$ cat src/hw/rtl/cpfa_pkg.sv
// cpfa_pkg: types, constants and geometry of the channel parameter field access block.
// Used by every module under hw/rtl except cpfa_ram; depends on nothing.
package cpfa_pkg;

   localparam int NUM_CHANNELS      = 64;
   localparam int WORD_BITS         = 160;
   localparam int WORDS_PER_CHANNEL = 2;
   localparam int SUB_W             = 32;
   localparam int SUBWORDS          = (WORD_BITS + SUB_W - 1) / SUB_W;
   localparam int MEM_DEPTH         = NUM_CHANNELS * WORDS_PER_CHANNEL * SUBWORDS;
   localparam int BANK_DEPTH        = (MEM_DEPTH + 1) / 2;
   localparam int ADDR_W            = $clog2(MEM_DEPTH);
   localparam int ROW_W             = $clog2(BANK_DEPTH);

   localparam int CH_W      = 6;
   localparam int START_W   = 9;
   localparam int SIZE_W    = 6;
   localparam int OFS_W     = $clog2(SUB_W);
   localparam int BIT_W     = $clog2(WORD_BITS);
   localparam int MAX_WORD  = (2 ** START_W - 1) / WORD_BITS;
   localparam int WORD_W    = $clog2(MAX_WORD + 1);
   localparam int QUEUE_DEPTH = 2;

   localparam logic OP_READ  = 1'b0;
   localparam logic OP_WRITE = 1'b1;

   typedef struct packed {
      logic               opcode;
      logic [CH_W-1:0]    channel_index;
      logic [START_W-1:0] field_start_bit;
      logic [SIZE_W-1:0]  field_size;
      logic [SUB_W-1:0]   write_value;
   } req_type;

   typedef struct packed {
      logic [SUB_W-1:0] read_value;
      logic             range_error;
   } rsp_type;

   typedef struct packed {
      logic              is_write;
      logic              refused;
      logic              empty_field;
      logic              two;
      logic [OFS_W-1:0]  ofs;
      logic [ADDR_W-1:0] addr;
      logic [SUB_W-1:0]  mask;
      logic [SUB_W-1:0]  wval;
   } cmd_type;

   typedef enum logic [1:0] {
      ST_CLEAR,
      ST_IDLE,
      ST_MODIFY
   } back_state_type;

endpackage

$ cat src/hw/rtl/cpfa_front.sv
// cpfa_front: decodes a request beat into a memory command (address, offset, mask, refusal).
// Depends on cpfa_pkg.
module cpfa_front (
   input  cpfa_pkg::req_type req,
   output cpfa_pkg::cmd_type cmd
);
   import cpfa_pkg::*;

   logic [WORD_W-1:0] word;
   logic [BIT_W-1:0]  bit_pos;
   logic [SIZE_W-1:0] size_sat;
   logic              refused;

   always_comb begin
      word = '0;
      for (int k = 1; k <= MAX_WORD; k++) begin
         if (req.field_start_bit >= START_W'(k * WORD_BITS)) begin
            word = WORD_W'(k);
         end
      end
      bit_pos = BIT_W'(req.field_start_bit - START_W'(int'(word) * WORD_BITS));
      size_sat = (req.field_size > SIZE_W'(SUB_W)) ? SIZE_W'(SUB_W) : req.field_size;
      refused = (int'(req.channel_index) >= NUM_CHANNELS) ||
                (int'(word) >= WORDS_PER_CHANNEL) ||
                ((int'(bit_pos) + int'(size_sat)) > WORD_BITS);

      cmd.is_write    = (req.opcode == OP_WRITE);
      cmd.refused     = refused;
      cmd.empty_field = (size_sat == '0);
      cmd.ofs         = bit_pos[OFS_W-1:0];
      cmd.two         = ((OFS_W+2)'(bit_pos[OFS_W-1:0]) + (OFS_W+2)'(size_sat)) >
                        (OFS_W+2)'(SUB_W);
      cmd.addr        = refused ? '0 :
                        ADDR_W'(int'(req.channel_index) * WORDS_PER_CHANNEL * SUBWORDS +
                                int'(word) * SUBWORDS + int'(bit_pos >> OFS_W));
      cmd.mask        = SUB_W'(((SUB_W+1)'(1) << size_sat) - (SUB_W+1)'(1));
      cmd.wval        = req.write_value & cmd.mask;
   end
endmodule

$ cat config.mk
export PLATFORM = sky130hd
export DESIGN_NAME = cpfa_front
export DESIGN_NICKNAME = d
export VERILOG_FILES = /design/src/hw/rtl/cpfa_pkg.sv /design/src/hw/rtl/cpfa_front.sv
export SDC_FILE = /design/constraint.sdc
export NUM_CORES = 1
export LEC_CHECK = 0
export BUFFER_PORTS_ARGS = -buffer_cell sky130_fd_sc_hd__clkbuf_2
export CORE_MARGIN = 2
export CORE_UTILIZATION = 30
export DETAILED_ROUTE_END_ITERATION = 10
export GPL_TIMING_DRIVEN = 0
export PLACE_DENSITY = 0.62
export SYNTH_ARGS = -nofsm -noshare
export SYNTH_HDL_FRONTEND = slang
export SYNTH_SLANG_ARGS = --single-unit
$ cat constraint.sdc
create_clock -name vclk -period 4.6
set_input_delay 0.69 -clock vclk [all_inputs]
set_output_delay 0.69 -clock vclk [all_outputs]
set_load 0.01 [all_outputs]
==> flow_summary.toml <==
[synth]
synth.most_common_cell = "and2_1"
ys_seq_area_share_pct = 0
synth.area.top_cells = "ha_1 (15%), and2_1 (9.5%), fa_1 (5.9%)"
synthCells = 297
yosysTopAreaCell = "ha_1"
syn_nets = 382
ys_warn_count = 0
avgSynthCellArea_um2 = 6.85
yosys-top-cells-count = "and2_1 (31), ha_1 (25), nor2_1 (25)"
yosysTopAreaCellShare_pct = 15.4
mappedNetlistArea_um2 = 2030
ys_types = 58

[die]
die_area_um2 = 7450
row_count = 30
core_area_um2 = 6680
die_h_um = 86.3
io_pins = 137
initial_core_util_pct = 30.4
die_x_um = 86.3

[global_routing]
use_met1_pct = 23.1
grt_max_degree = 11
grt_use_total_pct = 16.2
gr-max-usage-layer = "met2"
met2_usage_pct = 28.0
antenna_found_initial = 0
grt_first_pass_wirelength_um = 10200
grt-ovfl-total = 0
grt_pass1_vias = 2183
met3_usage_pct = 0.762

[worst_setup_path]
worstSetupStartpointType = "input pin"
arrival_ns = 4.04
criticalPathCategory = "in -> out"
crit_fanout = 4
critPathRequiredTime_ns = 3.91
setup.worst_path.end_class = "primary output"

[cells_and_area]
syn_to_final_growth_pct = 46.7
final_cell_area_um2 = 2980
drive_gt1_share_pct = 44.1
nClkBuffers = 0
fin_nets = 527
seqCellArea_um2 = 0
n_sequential_cell = 0
multi_input_area_um2 = 1870
antennaDiodeCount = 0
n_fill_cell = 720
fin_util_pct = 44.6

[drt]
drc = 0
firstDrtPassIters = 4
avgViaCountPerCell = 4.98
antenna_left = 0
drtIter0Drc = 155
wire_per_inst_um = 12.6
vias = 2587
finalWirelength_um = 6560

[timing]
final.period_utilization_pct = 103
fin_crit_ns = 4.73
finalWorstSetupSlack_ns = -0.130
rsz0062_at_grt = "yes"
slew_headroom_pct = 38.9
worst_pin_slew_ns = 0.904
setup_violations = 3
fmax_mhz = 211
finalHoldViolCount = 0
finalMaxSlewViolations = 0

[outcome]
violations = "setup timing"
outcome = "finished with violations"

[place]
place.port_buffers = 134
routabilityCongestion = 0.908
post-place-ws_ns = -0.519
dpl.hpwl_um = 5530
placed_area_um2 = 2820

[pwr]
power_leakage_nw = 1.57
powerDensity_nw_per_um2 = 157
vdd_drop_max_uv = 108

[worst_hold_path]
min_path_type = "in -> out"
hold_path_depth = 2

[clocking]
cts_hold_buf = 0

[job]
drv_cap = 0
-- report_power, final --
| group | switching (mW) | internal, mW |
|---|---|---|
| clock network | 0 | 0 |
| registers | 0 | 0 |
| logic | 0.243 | 0.226 |
-- kinds of logic after synthesis --
| family | share of synthesized area [%] |
|---|---|
| mux | 0.985 |
| simple gates | 34.1 |
| xor+xnor | 6.89 |
| fa+ha+maj | 21.8 |
| buf+inv | 11.6 |
| compound gates | 24.6 |
-- timing repair --
item,in CTS,in global routing
setup buffers,8,3
endpoints found under the setup margin,7,12
gates cloned,0,0
resized for setup,16,8
pin swaps,13,14
-- metrics by stage --
| step | std cells | power, mW | TNS [ns] | hold slack, ns |
|---|---|---|---|---|
| floorplan | 297 | 0.287 | -0.0304 | 1.47 |
| global placement | 511 | 0.422 | -1.61 | 1.57 |
| detailed placement | 511 | 0.428 | -1.65 | 1.57 |
| CTS | 519 | 0.461 | -0.239 | 1.57 |
| global route | 520 | 0.522 | -0.886 | 1.58 |
| finish | 520 | 0.469 | -0.271 | 1.57 |
-- path summary, 6_finish.rpt --
path    start       to  slack [ns]
max   req[44]  cmd[72]       -0.13
min   req[53]  cmd[82]        1.57
-- worst max-delay path: stages --
cell and delay [ns]:
buf_12 0.11, nor2_4 0.10, o21ai_1 0.07, nand2_1 0.07, o21ai_2 0.07, ha_2 0.19
fa_2 0.42, xor2_2 0.17, ha_1 0.30, fa_2 0.50, ha_4 0.19, fa_2 0.34
a21o_1 0.19, a21oi_2 0.14, nand3b_1 0.14, xor2_1 0.15, nor2_1 0.06, buf_2 0.13
-- placed cells by master, fill, tap and decap left out, types with 9 or more instances in the layout --
cell	count
a21o_1	9
and2_1	31
buf_4	18
clkbuf_2	131
ha_1	23
inv_1	21
nand2_1	23
nor2_1	23
o21ai_0	18
xnor2_1	10
-- per-layer routing --
layer / wire length [um] / up-vias
met5: 0 / -
met4: 68 / 0
met3: 373 / 4
met2: 3130 / 93
met1: 2980 / 1182
li1: - / 1308
-- cell type report --
class	instances	area share, %
plain buffers	24	4.74
well taps	80	3.36
multi-input cells	248	62.6
repair buffers	145	26.4
inverters	23	2.89
Power figures use the tool's default switching activity.
