$ cat config.mk
export PLATFORM = sky130hd
export DESIGN_NAME = cpfa_queue
export DESIGN_NICKNAME = d
export VERILOG_FILES = /design/src/hw/rtl/cpfa_pkg.sv /design/src/hw/rtl/cpfa_queue.sv
export SDC_FILE = /design/constraint.sdc
export NUM_CORES = 1
export LEC_CHECK = 0
export ABC_AREA = 1
export BUFFER_PORTS_ARGS = -buffer_cell sky130_fd_sc_hd__buf_2
export CAP_MARGIN = 0
export CORE_MARGIN = 2
export CORE_UTILIZATION = 45
export CTS_BUF_LIST = sky130_fd_sc_hd__clkbuf_8 sky130_fd_sc_hd__clkbuf_16
export CTS_CLUSTER_DIAMETER = 200
export DETAILED_ROUTE_END_ITERATION = 10
export HOLD_SLACK_MARGIN = 0.02
export PLACE_DENSITY = 0.7
export SYNTH_ARGS = -nofsm -noshare
export SYNTH_HDL_FRONTEND = slang
export SYNTH_SLANG_ARGS = --single-unit
$ cat constraint.sdc
create_clock -name clock -period 6.2 [get_ports clock]
set_input_delay 0.62 -clock clock [delete_from_list [all_inputs] [get_ports clock]]
set_output_delay 0.62 -clock clock [all_outputs]
set_load 0.005 [all_outputs]
$ cat src/hw/rtl/cpfa_pkg.sv
// cpfa_pkg: types, constants and geometry of the channel parameter field access block.
// Used by every module under hw/rtl except cpfa_ram; depends on nothing.
package cpfa_pkg;

   localparam int NUM_CHANNELS      = 64;
   localparam int WORD_BITS         = 160;
   localparam int WORDS_PER_CHANNEL = 2;
   localparam int SUB_W             = 32;
   localparam int SUBWORDS          = (WORD_BITS + SUB_W - 1) / SUB_W;
   localparam int MEM_DEPTH         = NUM_CHANNELS * WORDS_PER_CHANNEL * SUBWORDS;
   localparam int BANK_DEPTH        = (MEM_DEPTH + 1) / 2;
   localparam int ADDR_W            = $clog2(MEM_DEPTH);
   localparam int ROW_W             = $clog2(BANK_DEPTH);

   localparam int CH_W      = 6;
   localparam int START_W   = 9;
   localparam int SIZE_W    = 6;
   localparam int OFS_W     = $clog2(SUB_W);
   localparam int BIT_W     = $clog2(WORD_BITS);
   localparam int MAX_WORD  = (2 ** START_W - 1) / WORD_BITS;
   localparam int WORD_W    = $clog2(MAX_WORD + 1);
   localparam int QUEUE_DEPTH = 2;

   localparam logic OP_READ  = 1'b0;
   localparam logic OP_WRITE = 1'b1;

   typedef struct packed {
      logic               opcode;
      logic [CH_W-1:0]    channel_index;
      logic [START_W-1:0] field_start_bit;
      logic [SIZE_W-1:0]  field_size;
      logic [SUB_W-1:0]   write_value;
   } req_type;

   typedef struct packed {
      logic [SUB_W-1:0] read_value;
      logic             range_error;
   } rsp_type;

   typedef struct packed {
      logic              is_write;
      logic              refused;
      logic              empty_field;
      logic              two;
      logic [OFS_W-1:0]  ofs;
      logic [ADDR_W-1:0] addr;
      logic [SUB_W-1:0]  mask;
      logic [SUB_W-1:0]  wval;
   } cmd_type;

   typedef enum logic [1:0] {
      ST_CLEAR,
      ST_IDLE,
      ST_MODIFY
   } back_state_type;

endpackage

$ cat src/hw/rtl/cpfa_queue.sv
// cpfa_queue: short command queue between the decode front and the memory back end.
// Depends on cpfa_pkg.
module cpfa_queue (
   input  logic              clock,
   input  logic              reset,
   input  logic              push,
   input  cpfa_pkg::cmd_type push_data,
   output logic              full,
   input  logic              pop,
   output cpfa_pkg::cmd_type pop_data,
   output logic              empty
);
   import cpfa_pkg::*;

   localparam int PTR_W = $clog2(QUEUE_DEPTH);
   localparam int CNT_W = $clog2(QUEUE_DEPTH + 1);

   cmd_type           slot_ff [QUEUE_DEPTH];
   logic [PTR_W-1:0]  wr_ptr_ff, wr_ptr_in;
   logic [PTR_W-1:0]  rd_ptr_ff, rd_ptr_in;
   logic [CNT_W-1:0]  count_ff, count_in;
   logic              do_push, do_pop;

   assign full     = (count_ff == CNT_W'(QUEUE_DEPTH));
   assign empty    = (count_ff == '0);
   assign do_push  = push && !full;
   assign do_pop   = pop && !empty;
   assign pop_data = slot_ff[rd_ptr_ff];

   always_comb begin
      wr_ptr_in = do_push ? PTR_W'((int'(wr_ptr_ff) + 1) % QUEUE_DEPTH) : wr_ptr_ff;
      rd_ptr_in = do_pop  ? PTR_W'((int'(rd_ptr_ff) + 1) % QUEUE_DEPTH) : rd_ptr_ff;
      count_in  = count_ff;
      if (do_push && !do_pop) begin
         count_in = count_ff + CNT_W'(1);
      end else if (do_pop && !do_push) begin
         count_in = count_ff - CNT_W'(1);
      end
   end

   always_ff @(posedge clock) begin
      if (reset) begin
         wr_ptr_ff <= '0;
         rd_ptr_ff <= '0;
         count_ff  <= '0;
      end else begin
         wr_ptr_ff <= wr_ptr_in;
         rd_ptr_ff <= rd_ptr_in;
         count_ff  <= count_in;
      end
   end

   always_ff @(posedge clock) begin
      if (do_push) begin
         slot_ff[wr_ptr_ff] <= push_data;
      end
   end
endmodule

==> flow_metrics.py, run 1 <==
metrics = {
    "detailed_routing": {
        "wl_per_cell_um": 16.4,
        "vias": 3217,
        "vias_per_cell": 4.75,
        "drcViolationCount": 0,
        "drtAntennaViolNets": 0,
        "wl_um": 11100,
        "first_pass_iters": 4,
        "first_iter_violations": 170,
    },
    "run_status": {
        "status": "complete, no violations",
    },
    "timing": {
        "rsz0062_at_grt": "no",
        "holdWs_ps": 384,
        "final-max-slew-violation-count": 0,
        "hold_viol": 0,
        "fmax_mhz": 310,
        "clock_skew_ps": 8.76,
        "fin_tns_setup_ps": 0,
        "layout_min_cycle_time_ps": 3220,
        "tightest_slew_ps": 1130,
        "setup_viol": 0,
        "slew_headroom": 0.247,
        "min_period_over_period": 0.520,
    },
    "global_route": {
        "grt_util_all_layers": 0.144,
        "grt.overflow.total": 0,
        "grt_pass1_wl_um": 17000,
        "grt_antenna_before_repair": 1,
        "grt_max_degree": 47,
        "grt_pass1_vias": 3343,
    },
    "die": {
        "dieArea_um2": 15600,
        "initial_core_util": 0.457,
        "die_x_um": 125,
        "rows": 44,
        "coreArea_um2": 14400,
        "ios": 172,
        "dieHeight_um": 125,
    },
    "flow_run": {
        "max_cap_violations": 0,
    },
    "placement": {
        "dp_hpwl_um": 7300,
        "dpl.cell_count": 645,
        "gp_congestion": 0.694,
        "numPortBuffers": 171,
    },
    "power": {
        "ir_worst_vdd_uv": 258,
        "static-leakage-power_nw": 3.23,
        "power.density_nw_per_um2": 407,
        "p_total_mw": 3.33,
    },
    "finish": {
        "nets": 568,
        "drive_gt1_frac": 0.592,
        "instances_no_fill": 677,
        "fin_util": 0.567,
        "synthToLayoutAreaGrowth_pct": 24.3,
        "diodes": 0,
    },
    "critical_path": {
        "crit_family": "buffers and inverters",
        "critical_path_required_ps": 5580,
        "worstPathCellList": "buf_4 -> mux2_2 -> buf_2",
        "arrival_ps": 2600,
        "slowest_stage": "dfxtp_4",
        "path_buf_inv": 2,
        "path_max_fanout": 46,
        "regToRegSetupSlack_ps": 3650,
        "critPathKind": "register to output pin",
        "worstSetupStartpointType": "register",
        "end_kind": "output pin",
        "cp_slowest_stage_delay_ps": 790,
    },
    "clock_network": {
        "htree_levels": 4,
        "clockBufferDepth": 2,
        "clock_latency_ps": 420,
        "tritoncts": "yes",
        "clock_sinks": 171,
        "cts_root_buf": "clkbuf_16",
        "holdBufCountCts": 0,
        "cts_resized": 0,
        "clk_pin_slew_worst_paths_ps": 60,
        "numCtsBuffers": 17,
        "post_cts_buffers": 0,
    },
    "synthesis": {
        "synth_edf_count": 166,
        "synth.most_common_cell": "edfxtp_1",
        "yosysTopAreaCellShare": 0.757,
        "avgSynthCellArea_um2": 22.3,
        "async_flop_share": 0,
        "netlist-cell-type-count": 17,
        "syn_area_um2": 6590,
        "synth_nets": 383,
        "ys.flop_type": "edfxtp_1",
        "synth_area_leaders": "edfxtp_1 76%, mux2_4 16%, mux2_2 2.2%",
        "synth_top_area_cell": "edfxtp_1",
        "netlist_instances": 295,
        "synth_common_cells": "166 x edfxtp_1, 70 x mux2_4, 13 x mux2_2",
        "synth_warnings": 0,
        "ys_ff_latch": 171,
        "yosysSeqAreaShare": 0.772,
    },
    "worst_hold_path": {
        "hp-class": "primary input to register",
    },
}
==> path summary, 6_finish.rpt <==
kind,startpoint,end,cells past startpoint
setup / recovery,register,pop_data[80],3
hold reg to reg,wr_ptr_ff,wr_ptr_ff,2
hold / removal,push_data[34],slot_ff[0][34],1
setup reg to reg,count_ff[0],slot_ff[0][78],3
==> report_power, final <==
group | internal, mW | switching (mW)
sequential | 1.46 | 0.0796
clock | 0.675 | 0.427
combinational | 0.381 | 0.303
total | 2.52 | 0.809
==> sequential cells by signal, indices dropped and copies added, names as in the netlist, named ones only <==
| register | count |
|---|---|
| count_ff | 2 |
| rd_ptr_ff | 1 |
| slot_ff | 166 |
| wr_ptr_ff | 1 |
==> cell type report <==
| class | count | area (um^2) |
|---|---|---|
| repair buffers | 175 | 886 |
| flip-flops and latches | 171 | 5090 |
| well taps | 184 | 230 |
| clock inverters | 15 | 195 |
| multi-input cells | 106 | 1330 |
| fillers | 1148 | 6240 |
| clock buffers | 17 | 425 |
| inverters | 9 | 33.8 |
==> cells in the final DEF, fill, tap and decap left out <==
cell        instances
nand4_1             1
a21oi_1             1
buf_4               4
o21ai_0             4
clkinv_2            3
bufinv_16           4
inv_8               1
inv_6               3
o21ai_2             1
nor2_4              2
buf_2             171
nand3_1             1
mux2_4             70
dfxtp_1             4
clkbuf_16          17
mux2_2             13
dfxtp_4             1
ha_1                1
and2_1              1
inv_1              10
nor2_1              7
nand2_1             4
clkinv_1            1
clkinvlp_4          2
edfxtp_1          166
==> cell families after synthesis <==
logic type / Yosys count / synth area share
simple gates: 16 / 0.0101
compound gates: 6 / 0.00513
buf+inv: 18 / 0.0289
mux: 83 / 0.182
fa+ha+maj: 1 / 0.00190
flops: 171 / 0.772
==> layer usage <==
| layer | up-vias | global-route usage | routed length (um) |
|---|---|---|---|
| met1 | 1552 | 0.168 | 4510 |
| li1 | 1522 | - | - |
| met2 | 121 | 0.234 | 5440 |
| met3 | 20 | 0.0616 | 919 |
| met4 | 2 | 0.0627 | 216 |
| met5 | - | 0 | 16 |
==> through the flow <==
stage / cell area (um^2) / worst slack, ps
CTS: 8180 / 2920
floorplan: 6590 / 1530
detailed placement: 7560 / 3390
finish: 8180 / 2980
global route: 8180 / 2830
global placement: 7560 / 3410
(Power assumes the default switching activity.)
==> inputs of run 2 (changes only) <==
- clock period: 6.2 -> 3.1 ns (I/O delays scaled with it)
==> run 2 against run 1 <==
Largest cell class unchanged. Worst hold slack worse by 300 ps. Routed wire length decreased by 2.6%. Total power grew 94%. Worst setup slack got worse by 2200 ps. Sequential power grew 99%. Global-route usage shrank 0.17 points.
==> flow_metrics.py, run 2 (synthesized netlist as in run 1, its figures left out) <==
metrics = {
    "global_route": {
        "grt_pass1_wl_um": 17000,
        "grt_pass1_vias": 3324,
        "grt_antenna_before_repair": 0,
        "grt_max_degree": 63,
        "grt_util_all_layers": 0.142,
        "grt.overflow.total": 0,
    },
    "finish": {
        "mostFrequentLayoutCell": "buf_2",
        "reg.largest.list": "slot_ff x166, count_ff x2",
        "nets": 570,
        "seqCellArea_um2": 5090,
        "fin_util": 0.565,
        "drive_gt1_frac": 0.587,
        "multi_input_area_um2": 1330,
        "largest_reg_flops": 166,
        "layout_common_cells": "171 x buf_2, 166 x edfxtp_1, 70 x mux2_4",
        "final_area_um2": 8150,
        "fillCellCount": 1134,
        "diodes": 0,
        "largest_register": "slot_ff",
        "synthToLayoutAreaGrowth_pct": 23.8,
    },
    "critical_path": {
        "regToRegSetupSlack_ps": 1340,
        "end_kind": "output pin",
        "path_max_fanout": 29,
        "critical_path_required_ps": 2790,
        "critPathKind": "register to output pin",
        "worstSetupStartpointType": "register",
        "arrival_ps": 2010,
    },
    "die": {
        "coreArea_um2": 14400,
        "dieArea_um2": 15600,
        "dieHeight_um": 125,
        "ios": 172,
        "initial_core_util": 0.457,
        "die_x_um": 125,
        "rows": 44,
    },
    "clock_network": {
        "clk_pin_slew_worst_paths_ps": 60,
        "post_cts_buffers": 0,
        "holdBufCountCts": 0,
        "numCtsBuffers": 17,
        "cts_root_buf": "clkbuf_16",
        "cts_resized": 0,
        "clock_latency_ps": 410,
        "tritoncts": "yes",
        "clockBufferDepth": 2,
        "clock_sinks": 171,
        "htree_levels": 4,
    },
    "power": {
        "seq_power_share": 0.475,
        "power.density_nw_per_um2": 793,
        "swShare": 0.236,
        "switchingPower_mw": 1.52,
        "static-leakage-power_nw": 3.22,
        "clkPwrFrac": 0.310,
        "internal_power_mw": 4.94,
        "p_comb_frac": 0.215,
        "ir_worst_vdd_uv": 374,
    },
    "detailed_routing": {
        "drcViolationCount": 0,
        "wl_per_cell_um": 16.0,
        "drtAntennaViolNets": 0,
        "first_iter_violations": 135,
        "wl_um": 10800,
        "vias_per_cell": 4.79,
        "vias": 3237,
        "first_pass_iters": 4,
    },
    "timing": {
        "min_period_over_period": 0.749,
        "final-max-slew-violation-count": 0,
        "layout_min_cycle_time_ps": 2320,
        "slew_headroom": 0.451,
        "tightest_slew_ps": 824,
        "hold_viol": 0,
        "clock_skew_ps": 5.01,
        "fmax_mhz": 431,
        "setup_viol": 0,
        "rsz0062_at_grt": "no",
    },
    "placement": {
        "dp_hpwl_um": 7300,
        "gp_congestion": 0.690,
        "placed_cell_area_um2": 7590,
        "numPortBuffers": 171,
    },
    "run_status": {
        "status": "complete, no violations",
    },
    "worst_hold_path": {
        "hp-class": "primary input to register",
    },
    "flow_run": {
        "max_cap_violations": 0,
    },
}
-- run 2: power groups by stage --
| stage | registers [mW] | clock network (mW) | logic, mW |
|---|---|---|---|
| floorplan | 3.08 | 0 | 1.03 |
| global placement | 3.10 | 0 | 1.40 |
| CTS | 3.07 | 2.06 | 1.43 |
| detailed placement | 3.12 | 0 | 1.42 |
| finish | 3.07 | 2.00 | 1.39 |
| global route | 3.10 | 2.16 | 1.52 |
-- run 2: metal layers --
metal	vias to the layer above	wire, um	part of all wire	track usage
met4	0	179	0.017	0.0588
met1	1590	4290	0.40	0.161
met5	-	0	0	0
met2	111	5510	0.51	0.241
met3	15	831	0.077	0.0573
li1	1521	-	-	-
-- run 2: critical path, stage by stage (launching register included) --
cell,delay [ps]
dfxtp_4,680
buf_4,430
mux2_4,340
buf_2,120
-- run 2: final cells by class --
type	count	area share
Clock buffer	17	0.0522
Clock inverter	12	0.0164
Inverter	9	0.00414
Multi-Input combinational cell	106	0.163
Sequential cell	171	0.624
Tap cell	184	0.0282
Timing Repair Buffer	177	0.112
-- run 2: worst paths after layout --
kind / startpoint / to / depth (start not counted)
max: register / pop_data[59] / 3
min: push_data[76] / slot_ff[1][76] / 1
max reg2reg: count_ff[0] / slot_ff[0][15] / 3
min reg2reg: wr_ptr_ff / wr_ptr_ff / 2
-- run 2: stage by stage --
step | total power [mW] | setup TNS [ps] | worst slack [ps] | std cells | hold slack (ps)
finish | 6.46 | 0 | 779 | 676 | 84.8
global route | 6.78 | 0 | 667 | 676 | 61.8
CTS | 6.56 | 0 | 734 | 676 | 64.4
detailed placement | 4.54 | 0 | 1180 | 647 | 502
global placement | 4.50 | 0 | 1220 | 647 | 497
floorplan | 4.10 | -228990 | -1380 | 295 | 409
==> inputs of run 3 (changes only) <==
- clock period: 3.1 -> 2.3 ns (I/O delays scaled with it)
==> run 3 against run 2 <==
Combinational power up 52%. Final area grew 10%. Sequential cell count is the same. Clock power rose by 25%. Critical path depth did not move. Count of clock-buffer cells in the layout stayed put. Utilization up 5.7 points. Sequential share of layout area fell by 5.7 points. Highest routed layer unchanged.
==> flow_metrics.py, run 3 (synthesized netlist as in run 1, its figures left out) <==
metrics = {
    "run_status": {
        "status": "complete, no violations",
    },
    "finish": {
        "final_area_um2": 8970,
        "fin_util": 0.622,
        "largest_reg_flops": 166,
        "drive_gt1_frac": 0.505,
        "nets": 653,
        "reg.largest.list": "slot_ff x166, count_ff x2",
        "diodes": 0,
        "synthToLayoutAreaGrowth_pct": 36.3,
        "layout_common_cells": "171 x buf_2, 166 x edfxtp_1, 83 x dlygate4sd3_1",
        "mostFrequentLayoutCell": "buf_2",
        "largest_register": "slot_ff",
        "instances_no_fill": 760,
    },
    "critical_path": {
        "path_max_fanout": 42,
        "regToRegSetupSlack_ps": 660,
        "slowest_stage": "mux2_2",
        "arrival_ps": 1630,
        "critPathKind": "register to output pin",
        "critical_path_required_ps": 2070,
        "crit_family": "buffers and inverters",
        "reg2reg_from": "count_ff[1]",
        "cp_slowest_stage_delay_ps": 390,
        "worstPathCellList": "buf_12 -> mux2_2 -> buf_2",
        "end_kind": "output pin",
        "path_buf_inv": 2,
        "reg2reg_depth": 9,
        "reg2reg_to": "count_ff[1]",
        "worstSetupStartpointType": "register",
    },
    "global_route": {
        "grt_antenna_before_repair": 0,
        "grt_util_all_layers": 0.155,
        "grt.overflow.total": 0,
        "grt_max_degree": 57,
        "grt_pass1_vias": 3873,
        "grt_pass1_wl_um": 18500,
    },
    "clock_network": {
        "clockBufferDepth": 2,
        "clock_sinks": 171,
        "clk_pin_slew_worst_paths_ps": 60,
        "htree_levels": 4,
        "cts_resized": 0,
        "tritoncts": "yes",
        "clock_latency_ps": 410,
        "cts_root_buf": "clkbuf_16",
        "numCtsBuffers": 17,
    },
    "placement": {
        "numPortBuffers": 171,
        "gp_congestion": 0.669,
        "dpl.cell_count": 647,
        "dp_hpwl_um": 7160,
        "placed_cell_area_um2": 7630,
    },
    "detailed_routing": {
        "first_pass_iters": 4,
        "wl_per_cell_um": 15.5,
        "drtAntennaViolNets": 0,
        "first_iter_violations": 174,
        "vias_per_cell": 4.67,
        "vias": 3550,
        "wl_um": 11800,
        "drcViolationCount": 0,
    },
    "power": {
        "ir_worst_vdd_uv": 655,
        "static-leakage-power_nw": 3.56,
        "power.density_nw_per_um2": 967,
    },
    "timing": {
        "slew_headroom": 0.653,
        "clock_skew_ps": 3.73,
        "setup_viol": 0,
        "hold_viol": 0,
        "fmax_mhz": 538,
        "tightest_slew_ps": 521,
        "rsz0062_at_grt": "no",
        "layout_min_cycle_time_ps": 1860,
        "min_period_over_period": 0.808,
        "final-max-slew-violation-count": 0,
    },
    "worst_hold_path": {
        "hold_depth": 4,
        "hp-class": "primary input to register",
        "whs_endpoint": "count_ff[1]",
        "holdCritStartpoint": "reset",
    },
    "die": {
        "initial_core_util": 0.457,
        "ios": 172,
        "dieArea_um2": 15600,
        "rows": 44,
        "coreArea_um2": 14400,
        "dieHeight_um": 125,
        "die_x_um": 125,
    },
    "flow_run": {
        "max_cap_violations": 0,
    },
}
[run 3: cell count changes in the layout (fill, tap and decap cells not counted), sizes merged]
cell | previous run | this run
dlygate4sd3 | 0 | 83
bufinv | 3 | 1
clkinv | 8 | 9
clkinvlp | 0 | 1
inv | 10 | 11
[run 3: what timing repair did]
| action | in CTS | in global routing |
|---|---|---|
| endpoints found under the hold margin | 166 | 0 |
| hold buffers | 83 | 0 |
| buffers inserted | 0 | 0 |
[run 3: worst max path at each step]
| stage | start | to | depth (start not counted) |
|---|---|---|---|
| after floorplan | count_ff[0] | slot_ff[0][0] | 2 |
| after global placement | count_ff[0] | slot_ff[0][14] | 3 |
| after detailed placement | count_ff[0] | slot_ff[0][14] | 3 |
| after CTS | register | pop_data[65] | 3 |
| final | register | pop_data[65] | 3 |
| after global routing | register | pop_data[65] | 3 |
[run 3: cell type report]
type,instances,area (um^2)
Clock inverter,13,88.8
Fill cell,1057,5450
Tap cell,184,230
Timing Repair Buffer,260,1780
Clock buffer,17,425
Sequential cell,171,5090
Inverter,9,33.8
Multi-Input combinational cell,106,1330
[run 3: per-stage QoR]
step	hold slack, ps	setup TNS (ps)	setup slack [ps]	power (mW)
floorplan	329	-130630	-787	5.51
global placement	418	0	779	6.10
detailed placement	422	0	708	6.15
CTS	76.8	0	409	8.79
global route	113	0	367	9.09
finish	104	0	441	8.68
[run 3: tightest hold or removal path, cell delays in order]
cell and delay (ps):
buf_2 70, inv_1 60, nand2_1 70, nor2_1 30
[run 3: per-layer routing]
| metal | GRT usage | vias to the layer above | wire length, um |
|---|---|---|---|
| li1 | - | 1686 | - |
| met1 | 0.167 | 1728 | 4480 |
| met2 | 0.274 | 119 | 6250 |
| met3 | 0.0573 | 17 | 845 |
| met4 | 0.0660 | 0 | 208 |
| met5 | 0 | - | 0 |
[run 3: where the power goes]
group	switching, mW	leakage (nW)	internal, mW
combinational	0.941	1.71	1.17
clock	1.06	0.267	1.44
sequential	0.122	1.59	3.94
total	2.12	3.56	6.55
